$ cat config.mk
export PLATFORM = sky130hd
export DESIGN_NAME = mesh_dimension_order_route_top
export DESIGN_NICKNAME = d
export VERILOG_FILES = /design/src/rtl/mdor_pkg.sv /design/src/rtl/mdor_csr.sv /design/src/rtl/mesh_dimension_order_route_top.sv
export VERILOG_INCLUDE_DIRS = /design/src /design/src/rtl
export SDC_FILE = /design/constraint.sdc
export NUM_CORES = 2
export LEC_CHECK = 0
export ABC_AREA = 1
export BUFFER_PORTS_ARGS = -buffer_cell sky130_fd_sc_hd__buf_2
export CORE_UTILIZATION = 50
export DETAILED_ROUTE_END_ITERATION = 8
export GPL_TIMING_DRIVEN = 0
export MAX_ROUTING_LAYER = met4
export PLACE_DENSITY = 0.62
export SLEW_MARGIN = 30
export SYNTH_ARGS = -nofsm -noshare
export SYNTH_HDL_FRONTEND = slang
export SYNTH_SLANG_ARGS = --single-unit
$ cat constraint.sdc
create_clock -name clock -period 13.2 [get_ports clock]
set_input_delay 0.66 -clock clock [delete_from_list [all_inputs] [get_ports clock]]
set_output_delay 0.66 -clock clock [all_outputs]
set_load 0.01 [all_outputs]
$ cat src/rtl/assert_macros.svh
// ----------------------------------------------------------------------------
// Assertion macros
// Shared concurrent assertion forms, clocked on clock and disabled in reset.
// ----------------------------------------------------------------------------
`ifndef ASSERT_MACROS_SVH
`define ASSERT_MACROS_SVH

// property holds at every edge
`define MDOR_ASSERT(label, expr, msg) \
   label: assert property (@(posedge clock) disable iff (reset) (expr)) \
      else $error(msg);

// consequent holds at the same edge as the antecedent
`define MDOR_ASSERT_SAME(label, ante, cons, msg) \
   label: assert property (@(posedge clock) disable iff (reset) (ante) |-> (cons)) \
      else $error(msg);

// consequent holds at the edge after the antecedent
`define MDOR_ASSERT_NEXT(label, ante, cons, msg) \
   label: assert property (@(posedge clock) disable iff (reset) (ante) |=> (cons)) \
      else $error(msg);

`endif

$ cat src/rtl/mdor_pkg.sv
// ----------------------------------------------------------------------------
// mdor_pkg
// Widths, register indexes and shared types of the mesh route decision block.
// ----------------------------------------------------------------------------
package mdor_pkg;

   localparam int MOD_BITS      = 3;
   localparam int NUM_SIZE_REGS = 4;

   localparam int SRC_W       = 12;
   localparam int DEST_W      = 13;
   localparam int ID_W        = 18;
   localparam int PORT_W      = 4;
   localparam int PORT_CALC_W = PORT_W + 1;
   localparam int DIMS_W      = 3;
   localparam int SIZE_W      = 7;
   localparam int CSR_IDX_W   = 3;

   // widest current node: id with the smallest module field removed
   localparam int CUR_W   = ID_W - (MOD_BITS + 2);
   localparam int RADIX_W = CUR_W + 1;
   localparam int PROD_W  = 2 * RADIX_W;

   // any radix at or above this leaves every node value unchanged under mod
   localparam logic [RADIX_W-1:0] RADIX_CAP = {1'b1, {CUR_W{1'b0}}};

   localparam logic [CSR_IDX_W-1:0] CSR_NUM_DIMS = 3'd0;
   localparam logic [CSR_IDX_W-1:0] CSR_SIZE_0   = 3'd1;
   localparam logic [CSR_IDX_W-1:0] CSR_SIZE_1   = 3'd2;
   localparam logic [CSR_IDX_W-1:0] CSR_SIZE_2   = 3'd3;
   localparam logic [CSR_IDX_W-1:0] CSR_SIZE_3   = 3'd4;

   // low bits of an exit demux id: type field of a demux
   localparam logic [1:0] EXIT_TYPE = 2'b10;

   typedef logic [RADIX_W-1:0] radix_type;

   typedef struct packed {
      logic [DIMS_W-1:0]                     num_dims;
      logic [NUM_SIZE_REGS:1][RADIX_W-1:0]   radix;
   } cfg_type;

   function automatic radix_type cap_radix(input logic [PROD_W-1:0] prod);
      radix_type r;
      if (prod > {{(PROD_W-RADIX_W){1'b0}}, RADIX_CAP}) begin
         r = RADIX_CAP;
      end else begin
         r = prod[RADIX_W-1:0];
      end
      return r;
   endfunction

endpackage

$ cat src/rtl/mdor_csr.sv
// ----------------------------------------------------------------------------
// mdor_csr
// Configuration registers and the per-dimension radix products built from
// them. Each product is registered behind the registers it is built from.
// ----------------------------------------------------------------------------
`include "assert_macros.svh"

module mdor_csr import mdor_pkg::*; (
   input  logic                 clock,
   input  logic                 reset,
   input  logic                 csr_valid,
   output logic                 csr_ready,
   input  logic [CSR_IDX_W-1:0] csr_index,
   input  logic [SIZE_W-1:0]    csr_data,
   output cfg_type              cfg
);

   localparam logic [DIMS_W-1:0] DIMS_RESET = 3'd2;

   logic [DIMS_W-1:0] num_dims_ff, num_dims_in;
   logic [SIZE_W-1:0] size_ff [NUM_SIZE_REGS];
   logic [SIZE_W-1:0] size_in [NUM_SIZE_REGS];
   logic [SIZE_W-1:0] size_eff [NUM_SIZE_REGS];

   radix_type         r2_ff, r2_in;
   radix_type         p23_ff, p23_in;
   radix_type         r3_ff, r3_in;
   radix_type         r4_ff, r4_in;
   logic [PROD_W-1:0] p23_prod;

   assign csr_ready = 1'b1;

   always_comb begin
      num_dims_in = num_dims_ff;
      size_in     = size_ff;
      if (csr_valid && csr_ready) begin
         unique case (csr_index)
            CSR_NUM_DIMS: num_dims_in = csr_data[DIMS_W-1:0];
            CSR_SIZE_0:   size_in[0]  = csr_data;
            CSR_SIZE_1:   size_in[1]  = csr_data;
            CSR_SIZE_2:   size_in[2]  = csr_data;
            CSR_SIZE_3:   size_in[3]  = csr_data;
            default: ;
         endcase
      end
   end

   // a zero size acts as one
   always_comb begin
      for (int i = 0; i < NUM_SIZE_REGS; i++) begin
         size_eff[i] = (size_ff[i] == '0) ? SIZE_W'(1) : size_ff[i];
      end
   end

   assign p23_prod = PROD_W'(size_eff[2]) * PROD_W'(size_eff[3]);
   assign r2_in  = cap_radix(PROD_W'(size_eff[0]) * PROD_W'(size_eff[1]));
   assign p23_in = p23_prod[RADIX_W-1:0];
   assign r3_in  = cap_radix(PROD_W'(r2_ff) * PROD_W'(size_eff[2]));
   assign r4_in  = cap_radix(PROD_W'(r2_ff) * PROD_W'(p23_ff));

   always_ff @(posedge clock) begin
      if (reset) begin
         num_dims_ff <= DIMS_RESET;
         size_ff     <= '{SIZE_W'(4), SIZE_W'(4), SIZE_W'(1), SIZE_W'(1)};
         r2_ff       <= RADIX_W'(16);
         p23_ff      <= RADIX_W'(1);
         r3_ff       <= RADIX_W'(16);
         r4_ff       <= RADIX_W'(16);
      end else begin
         num_dims_ff <= num_dims_in;
         size_ff     <= size_in;
         r2_ff       <= r2_in;
         p23_ff      <= p23_in;
         r3_ff       <= r3_in;
         r4_ff       <= r4_in;
      end
   end

   always_comb begin
      cfg.num_dims  = num_dims_ff;
      cfg.radix[1]  = RADIX_W'(size_eff[0]);
      cfg.radix[2]  = r2_ff;
      cfg.radix[3]  = r3_ff;
      cfg.radix[4]  = r4_ff;
   end

   `MDOR_ASSERT_NEXT(a_dims_write, csr_valid && csr_ready && csr_index == CSR_NUM_DIMS,
      cfg.num_dims == $past(csr_data[DIMS_W-1:0]), "dimension count write not taken")
   `MDOR_ASSERT(a_radix_nonzero, cfg.radix[2] != '0 && cfg.radix[3] != '0 && cfg.radix[4] != '0,
      "radix product went to zero")

endmodule

$ cat src/rtl/mesh_dimension_order_route_top.sv
// ----------------------------------------------------------------------------
// mesh_dimension_order_route_top
// Exit port decision of one demux in a non-wraparound n-dimensional mesh with
// dimension-ordered routing, highest dimension first.
// A request (req_*) carries source node, destination word and demux id; one
// response (rsp_*) per request carries the exit port and the self-send flag.
// Both channels are valid/ready. Registers are written over csr_* (always
// ready); the user must write them only while no request is in flight, and
// the block itself does not enforce it. A request passes the input register,
// decode, five remainder stages of three restoring steps each, and the output
// register before rsp_valid rises. One request per cycle is taken while the
// response side does not stall. A stalled response holds the output register;
// stages behind it keep filling bubbles, so req_ready drops only when every
// stage holds a request. Reset empties the pipeline and loads 2 dimensions of
// sizes 4, 4, 1, 1. Radix products are registered behind the size registers.
// ----------------------------------------------------------------------------
`include "assert_macros.svh"

module mesh_dimension_order_route_top import mdor_pkg::*; #(
   parameter int MAX_DIMS  = 4,
   parameter int NODE_BITS = 12
) (
   input  logic                 clock,
   input  logic                 reset,

   input  logic                 req_valid,
   output logic                 req_ready,
   input  logic [SRC_W-1:0]     req_source_node,
   input  logic [DEST_W-1:0]    req_dest_word,
   input  logic [ID_W-1:0]      req_module_id,

   output logic                 rsp_valid,
   input  logic                 rsp_ready,
   output logic [PORT_W-1:0]    rsp_exit_port,
   output logic                 rsp_self_send,

   input  logic                 csr_valid,
   output logic                 csr_ready,
   input  logic [CSR_IDX_W-1:0] csr_index,
   input  logic [SIZE_W-1:0]    csr_data
);

   localparam int LOG_MAX    = (MAX_DIMS <= 2) ? 1 : ((MAX_DIMS <= 4) ? 2 : 3);
   localparam int LOW_W      = MOD_BITS + 1 + LOG_MAX;
   localparam int SHIFT_W    = $clog2(LOW_W + 1);
   localparam int LANES      = (MAX_DIMS > 1) ? MAX_DIMS - 1 : 1;
   localparam int DIM_W      = (MAX_DIMS > 2) ? $clog2(MAX_DIMS) : 1;
   localparam int STEP       = 3;
   localparam int DIV_STAGES = (CUR_W + STEP - 1) / STEP;
   localparam int PAD_W      = DIV_STAGES * STEP;
   localparam int STAGES     = DIV_STAGES + 3;

   typedef struct packed {
      logic              self_send;
      logic              arrived;
      logic [DIMS_W-1:0] dims;
      logic              dir;
      logic [LOW_W-1:0]  low_id;
      logic [CUR_W-1:0]  span;
   } item_type;

   cfg_type cfg;

   mdor_csr u_csr (
      .clock     (clock),
      .reset     (reset),
      .csr_valid (csr_valid),
      .csr_ready (csr_ready),
      .csr_index (csr_index),
      .csr_data  (csr_data),
      .cfg       (cfg)
   );

   // dimension count in use
   logic [DIMS_W-1:0]      dims_cfg;
   logic [PORT_CALC_W-1:0] self_port_cfg;

   always_comb begin
      if (cfg.num_dims == '0) begin
         dims_cfg = DIMS_W'(1);
      end else if (int'(cfg.num_dims) > MAX_DIMS) begin
         dims_cfg = DIMS_W'(MAX_DIMS);
      end else begin
         dims_cfg = cfg.num_dims;
      end
   end

   assign self_port_cfg = PORT_CALC_W'(dims_cfg) << 1;

   radix_type radix_lane [LANES];

   for (genvar l = 0; l < LANES; l++) begin : g_lane
      localparam int RI = (l + 1 < NUM_SIZE_REGS) ? l + 1 : NUM_SIZE_REGS;
      assign radix_lane[l] = cfg.radix[RI];
   end

   // pipeline control: stage 0 input, 1 decode, 2.. remainder, last output
   logic [STAGES-1:0] valid_ff, valid_in, stage_en;

   always_comb begin
      stage_en[STAGES-1] = !valid_ff[STAGES-1] || rsp_ready;
      for (int k = STAGES - 2; k >= 0; k--) begin
         stage_en[k] = !valid_ff[k] || stage_en[k+1];
      end
      valid_in[0] = stage_en[0] ? req_valid : valid_ff[0];
      for (int k = 1; k < STAGES; k++) begin
         valid_in[k] = stage_en[k] ? valid_ff[k-1] : valid_ff[k];
      end
   end

   assign req_ready = stage_en[0];
   assign rsp_valid = valid_ff[STAGES-1];

   always_ff @(posedge clock) begin
      if (reset) begin
         valid_ff <= '0;
      end else begin
         valid_ff <= valid_in;
      end
   end

   // input register
   logic [SRC_W-1:0]  src_ff;
   logic [DEST_W-1:0] dest_ff;
   logic [ID_W-1:0]   id_ff;

   // decode
   logic [NODE_BITS-1:0] src_node, dst_node;
   logic [CUR_W-1:0]     dest_ext, cur, hi, lo;
   logic [SHIFT_W-1:0]   id_shift;
   logic [ID_W-1:0]      low_mask;
   logic [ID_W-1:0]      low_full;
   item_type             item_s1_in;
   logic [PAD_W-1:0]     sh_s1_in;

   always_comb begin
      src_node  = src_ff[NODE_BITS-1:0];
      dst_node  = dest_ff[NODE_BITS-1:0];
      dest_ext  = CUR_W'(dst_node);
      if (dims_cfg <= DIMS_W'(2)) begin
         id_shift = SHIFT_W'(MOD_BITS + 2);
      end else if (dims_cfg <= DIMS_W'(4)) begin
         id_shift = SHIFT_W'(MOD_BITS + 3);
      end else begin
         id_shift = SHIFT_W'(MOD_BITS + 4);
      end
      cur      = CUR_W'(id_ff >> id_shift);
      low_mask = (ID_W'(1) << id_shift) - ID_W'(1);
      low_full = id_ff & low_mask;

      item_s1_in.self_send = (src_node == dst_node);
      item_s1_in.arrived   = (cur == dest_ext);
      item_s1_in.dir       = (cur < dest_ext);
      item_s1_in.dims      = dims_cfg;
      item_s1_in.low_id    = low_full[LOW_W-1:0];
      hi = item_s1_in.dir ? dest_ext : cur;
      lo = item_s1_in.dir ? cur : dest_ext;
      item_s1_in.span = hi - lo;
      sh_s1_in        = PAD_W'(hi);
   end

   // Dimension d differs iff a multiple of its radix lies in (lo, hi],
   // i.e. hi mod radix < hi - lo. Remainders come from restoring steps.
   item_type         item_ff [DIV_STAGES+1];
   logic [PAD_W-1:0] sh_ff   [DIV_STAGES];
   radix_type        rem_ff  [DIV_STAGES][LANES];
   radix_type        rem_next [DIV_STAGES][LANES];

   always_comb begin
      logic [PAD_W-1:0] sh_w;
      radix_type        trial;
      for (int k = 0; k < DIV_STAGES; k++) begin
         sh_w = sh_ff[k];
         for (int l = 0; l < LANES; l++) begin
            rem_next[k][l] = (k == 0) ? '0 : rem_ff[(k == 0) ? 0 : k - 1][l];
         end
         for (int j = 0; j < STEP; j++) begin
            for (int l = 0; l < LANES; l++) begin
               trial = {rem_next[k][l][RADIX_W-2:0], sh_w[PAD_W-1]};
               if (trial >= radix_lane[l]) begin
                  trial = trial - radix_lane[l];
               end
               rem_next[k][l] = trial;
            end
            sh_w = sh_w << 1;
         end
      end
   end

   // result
   item_type               it;
   logic [DIM_W-1:0]       dim;
   logic [ID_W-1:0]        exit_id;
   logic [PORT_CALC_W-1:0] two_n, port_calc;
   logic [PORT_W-1:0]      port_ff, port_in;
   logic                   self_ff;

   always_comb begin
      it  = item_ff[DIV_STAGES];
      dim = '0;
      for (int l = 0; l < LANES; l++) begin
         if ((l + 1) < int'(it.dims) &&
             rem_ff[DIV_STAGES-1][l] < RADIX_W'(it.span)) begin
            dim = DIM_W'(l + 1);
         end
      end
      two_n     = PORT_CALC_W'(it.dims) << 1;
      exit_id   = (ID_W'(dim) << MOD_BITS) | (ID_W'(it.dir) << (MOD_BITS - 1)) |
                  ID_W'(EXIT_TYPE);
      port_calc = (PORT_CALC_W'(dim) << 1) | PORT_CALC_W'(it.dir);
      if (exit_id > ID_W'(it.low_id) && port_calc != '0) begin
         port_calc = port_calc - PORT_CALC_W'(1);
      end
      if (it.self_send) begin
         port_calc = two_n;
      end else if (it.arrived) begin
         port_calc = two_n - PORT_CALC_W'(1);
      end
      port_in = port_calc[PORT_W-1:0];
   end

   always_ff @(posedge clock) begin
      if (stage_en[0]) begin
         src_ff  <= req_source_node;
         dest_ff <= req_dest_word;
         id_ff   <= req_module_id;
      end
      if (stage_en[1]) begin
         item_ff[0] <= item_s1_in;
         sh_ff[0]   <= sh_s1_in;
      end
      for (int k = 1; k <= DIV_STAGES; k++) begin
         if (stage_en[k+1]) begin
            item_ff[k]  <= item_ff[k-1];
            rem_ff[k-1] <= rem_next[k-1];
         end
      end
      for (int k = 1; k < DIV_STAGES; k++) begin
         if (stage_en[k+1]) begin
            sh_ff[k] <= sh_ff[k-1] << STEP;
         end
      end
      if (stage_en[STAGES-1]) begin
         port_ff <= port_in;
         self_ff <= it.self_send;
      end
   end

   assign rsp_exit_port = port_ff;
   assign rsp_self_send = self_ff;

   `MDOR_ASSERT_NEXT(a_decode_hold, valid_ff[1] && !stage_en[1],
      valid_ff[1] && $stable(sh_ff[0]), "stalled decode stage changed")
   `MDOR_ASSERT_SAME(a_self_port, rsp_valid && rsp_self_send,
      rsp_exit_port == self_port_cfg[PORT_W-1:0], "self-send port is not 2*dims")
   `MDOR_ASSERT_SAME(a_port_range, rsp_valid && !rsp_self_send,
      PORT_CALC_W'(rsp_exit_port) < self_port_cfg, "exit port beyond mesh ports")

endmodule

# == After elaboration in Yosys (flattened, before gate mapping) ==
# Memories as Yosys holds them, arrays and structs flattened.
# Index checks and enable logic that the tools add are counted.
# totals
reg_bits,107
latch_bits,0
ramBits,435
mem_bits_ro,0
input_bits,58
output_inout_bits,8
wordCells,250
mem_count,3
# mem_list
name,words,word_bits,read_ports,rd_clocked_by_memory_dff,wr,line,rtl
rem_ff,5,42,5,0,5,mesh_dimension_order_route_top.sv:166,radix_type rem_ff [DIV_STAGES][LANES];
item_ff,6,25,6,0,6,mesh_dimension_order_route_top.sv:164,item_type item_ff [DIV_STAGES+1];
sh_ff,5,15,5,0,5,mesh_dimension_order_route_top.sv:165,logic [PAD_W-1:0] sh_ff [DIV_STAGES];
# classes
add_sub_neg,49
n_mul,2
n_div,0
order_cmp,58
eq_ne,5
shift,2
muxes,74
bitwise_logic,3
n_reduce_logical,32
# ops
operator,count
13-bit 2-to-1 mux,32
14-bit greater-or-equal comparator,28
13-bit subtractor,19
14-bit 2-to-1 mux,17
14-bit by 7-bit greater-or-equal comparator with 1-bit output,14
14-bit subtractor,10
13-bit by 7-bit subtractor with 13-bit output,9
14-bit by 7-bit subtractor with 14-bit output,5
14-bit by 13-bit < comparator with 1-bit output,3
1-bit by 14-bit greater-or-equal comparator with 1-bit output,2
1-bit by 13-bit subtractor with 13-bit output,2
21-bit by 14-bit > comparator with 1-bit output (second input constant),1
7-bit logical NOT,3
14-bit by 7-bit multiplier with 21-bit output,1
7-bit 2-to-1 mux,3
18-bit by 3-bit >> shifter with 13-bit output,1
14-bit > comparator (second input constant),1
7-bit by 7-bit multiplier with 14-bit output,1
1-bit 2-to-1 mux,14
13-bit by 12-bit == test with 1-bit output,1
13-bit by 12-bit < comparator with 1-bit output,1
12-bit == test,1
4-bit 2-to-1 mux,3
1-bit logical NOT,8
other kinds (25),45

# == Logic depth before layout (Yosys ltp) ==
# An unclocked memory read counts as a cell.
# depth
depth_word,12
ltp_mapped,46
ltp_nobuf,43

# == Cells and area by module ==
# From an unflattened synthesis, not the netlist that was laid out.
# unflattened
cells_unflattened,8952
hier_area_um2,66293.6
# by_module_without_submodules
mod,instances,cells_each,area_per_inst_um2,seq_area_each_um2
mesh_dimension_order_route_top,1,6567,49313.5,13312.8
mdor_csr,1,2385,16980.0,1741.7

# == Least setup slack after synthesis ==
# Ideal clock, no wire load.
# synth_path
kind,input to output
startpoint,in rsp_ready
endpoint,out req_ready
arrival_ns,9.752
required_ns,12.540
slack_ns,2.788
cell_stages,14
n_path_buf,0
cell_sequence,nor2_1 -> inv_1 -> nor2_1 -> inv_1 -> nor2_1 -> inv_1 -> nor2_1 -> inv_1 -> nor2_1 -> inv_1 -> nor2_1 -> inv_1 -> nor2_1 -> nand2_1
# synth_via
elab_chain_len,8
# synth_rtl
item,line,rtl
from (decl),mesh_dimension_order_route_top.sv:33,"input logic rsp_ready,"
1-bit logical OR,mesh_dimension_order_route_top.sv:101,stage_en[STAGES-1] = !valid_ff[STAGES-1] || rsp_ready;
named net stage_en[7],mesh_dimension_order_route_top.sv:98,"logic [STAGES-1:0] valid_ff, valid_in, stage_en;"
1-bit logical OR,mesh_dimension_order_route_top.sv:103,stage_en[k] = !valid_ff[k] || stage_en[k+1];
named net stage_en[6],mesh_dimension_order_route_top.sv:98,
1-bit logical OR,mesh_dimension_order_route_top.sv:103,
named net stage_en[5],mesh_dimension_order_route_top.sv:98,
1-bit logical OR,mesh_dimension_order_route_top.sv:103,
named net stage_en[4],mesh_dimension_order_route_top.sv:98,
1-bit logical OR,mesh_dimension_order_route_top.sv:103,
named net stage_en[3],mesh_dimension_order_route_top.sv:98,
1-bit logical OR,mesh_dimension_order_route_top.sv:103,
named net stage_en[2],mesh_dimension_order_route_top.sv:98,
1-bit logical OR (2 in a row),mesh_dimension_order_route_top.sv:103,
to (decl),mesh_dimension_order_route_top.sv:27,"output logic req_ready,"
# The timed path passes the listed nets, and every way through them passes these cells.

==> results.py <==
metrics = {
    "finish": {
        "fin_cells": 8105,
        "drive_above_1_share_pct": 5.007,
        "layout_commonest_cell": "nand2_1",
        "finalNetCount": 7560,
        "area.growth.synth_to_final_pct": 8.303,
        "fin_util_pct": 54.93,
        "postLayoutCellArea_um2": 54380,
        "final_cell_mix": "nand2_1 (1563), inv_1 (826), ha_1 (617)",
    },
    "drt": {
        "detail_route.vias_per_cell": 5.476,
        "wl_per_cell_um": 16.99,
        "ant_nets": 0,
        "drtIter0Drc": 3123,
        "vias": 44380,
        "drt-total-wl_um": 137700,
        "drc_errors": 0,
        "dr.pass1.iters": 6,
    },
    "worst_hold_path": {
        "hold_class": "primary input to flop",
        "hp-start": "req_module_id[10]",
    },
    "clock_tree": {
        "cts_resized": 0,
        "root_buffer": "clkbuf_16",
        "cts_setup_buffers": 0,
        "cts_sinks": 498,
        "cts_buffers": 59,
        "clockBufferDepth": 3,
        "htree_levels": 2,
        "cts_tree": "done",
        "clkTransAtPathRegs_ns": 0.06,
        "clock_latency_ns": 0.69,
        "postCtsHoldBufs": 0,
    },
    "sta": {
        "tightest_slew_ns": 1.006,
        "slew_headroom_pct": 32.87,
        "hold_viol": 0,
        "max_freq_mhz": 106.1,
        "rsz0062_at_grt": "no",
        "min_period_over_period_pct": 71.40,
        "fin_crit_ns": 9.425,
        "skew_ns": 0.03743,
        "finalSetupViolCount": 0,
        "tns_ns": 0,
        "slew_viol_final": 0,
    },
    "setup_path": {
        "path_max_fanout": 17,
        "worstPathRequired_ns": 13.59,
        "critPathLaunchType": "flop",
        "path_class": "flop to flop",
        "critPathCaptureType": "flop",
        "r2r-start": "u_csr.r2_ff[3]$_SDFF_PP0_",
        "cp_slowest_stage_delay_ns": 0.95,
        "crit_arrival_ns": 9.81,
        "slowest_stage": "clkinv_1",
        "cp-startpoint": "u_csr.r2_ff[3]$_SDFF_PP0_",
        "cp_common_cell": "o21ai_0",
    },
    "synth": {
        "synth_edf_count": 438,
        "yosysWarnings": 0,
        "synth_ff_type": "edfxtp_1",
        "synth_cell_types": 63,
        "yosysSeqAreaShare_pct": 28.59,
        "syn_avg_cell_area_um2": 7.586,
        "synth-seq-cells": 498,
        "synth-async-reset-ratio_pct": 0,
        "syn_inst": 6619,
        "syn_area_um2": 50210,
    },
    "floorplanning": {
        "start_util_pct": 50.72,
        "die_w_um": 318.9,
        "die_h_um": 318.9,
        "row_count": 115,
        "ios": 66,
        "die_area_um2": 101700,
        "core_um2": 98990,
    },
    "run_status": {
        "status": "finished, final reports clean",
    },
    "placement": {
        "detailed_place_hpwl_um": 107400,
        "place_area_um2": 52410,
        "portBuffers": 63,
        "dp.cells": 7989,
        "gp_congestion": 0.9278,
    },
    "global_routing": {
        "grt_pass1_wl_um": 218400,
        "grt_pass1_vias": 41250,
        "grt_overflow": 0,
        "antenna_found_initial": 9,
        "grt_max_degree": 49,
        "grt.total_usage_pct": 27.63,
    },
    "run": {
        "maxCapViolCount": 0,
    },
}
==> logic make-up (layout without fill, tap and decap cells) <==
kind of cell             Yosys count  after routing  share of synthesized area, %
AO/OA/AOI/OAI                   1297           1297                         14.03
XOR/XNOR                         395            395                         6.890
adder cells (fa/ha/maj)          739            739                         20.24
buffers and inverters            978           1159                         7.463
flip-flops                       498            498                         28.59
multiplexers                       6              6                        0.1321
other                              2             20                       0.01496
AND/OR/NAND/NOR                 2704           2704                         22.65
==> synth_stat cells, types with 82 or more instances <==
cell type  instances  area [um^2]
edfxtp_1         438        13150
nor2_1           509         1911
o21ai_0          510         2552
nand2_1         1564         5871
xor2_1           225         1971
inv_1            853         3202
clkbuf_1          84        315.3
nor3_1            83        415.4
a21oi_1          548         2743
xnor2_1          170         1489
fa_1             122         2442
ha_1             617         7720
nand3_1          308         1541
nand4_1           82        513.0
==> flip-flops by register name, summed over array words and instances (netlist names), 12 cells and up <==
signal,cells
item_ff,150
src_ff,12
dest_ff,12
u_csr.r2_ff,14
rem_ff,198
u_csr.size_ff,21
sh_ff,43
u_csr.r3_ff,14
id_ff,18
==> cell type report <==
type | instances | area (um^2)
clock buffer | 70 | 1590
multi-input combinational | 5154 | 32170
inverter | 867 | 3274
antenna | 7 | 17.52
fill | 9519 | 44610
tap | 1287 | 1610
timing repair buffer | 72 | 510.5
buffer | 111 | 495.5
sequential | 498 | 14360
clock inverter | 39 | 359.1
==> worst paths after layout <==
kind	to	slack [ns]	depth (start not counted)
max reg2reg	rem_ff[0][195]$_DFFE_PP_	3.78	34
min	id_ff[10]$_DFFE_PP_	0.16	1
min reg2reg	item_ff[5][7]$_DFFE_PP_	0.41	0
max	rem_ff[0][195]$_DFFE_PP_	3.78	34
==> metal layers <==
layer / vias up / track usage [%] / routed length (um) / part of all wire (%)
li1: 22600 / - / - / -
met3: 173 / 3.258 / 8164 / 5.9
met4: 0 / 8.309 / 4020 / 2.9
met2: 1104 / 42.34 / 59690 / 43
met5: - / - / 0 / 0
met1: 20510 / 38.19 / 65830 / 48
==> through the flow <==
step,setup WS [ns],hold WS (ns)
after floorplan,2.788,0.4003
after global placement,-2.834,0.4002
after detailed placement,4.320,0.4045
after CTS,4.313,0.1112
after global routing,3.216,0.1198
final,3.775,0.1574
==> worst max-delay path, delay by kind of cell, from the launching register on <==
kind,cells,cell delay (ns)
DFF,1,0.31
AOI/OAI and AO/OA,14,3.53
xor gates and xnor gates,1,0.14
adders and majority gates,3,1.46
and+or+nand+nor,9,1.17
buffers and inverters,7,2.51
Power is not shown: default switching activity piles up to over one toggle a cycle in this logic, so the estimate is an artifact.
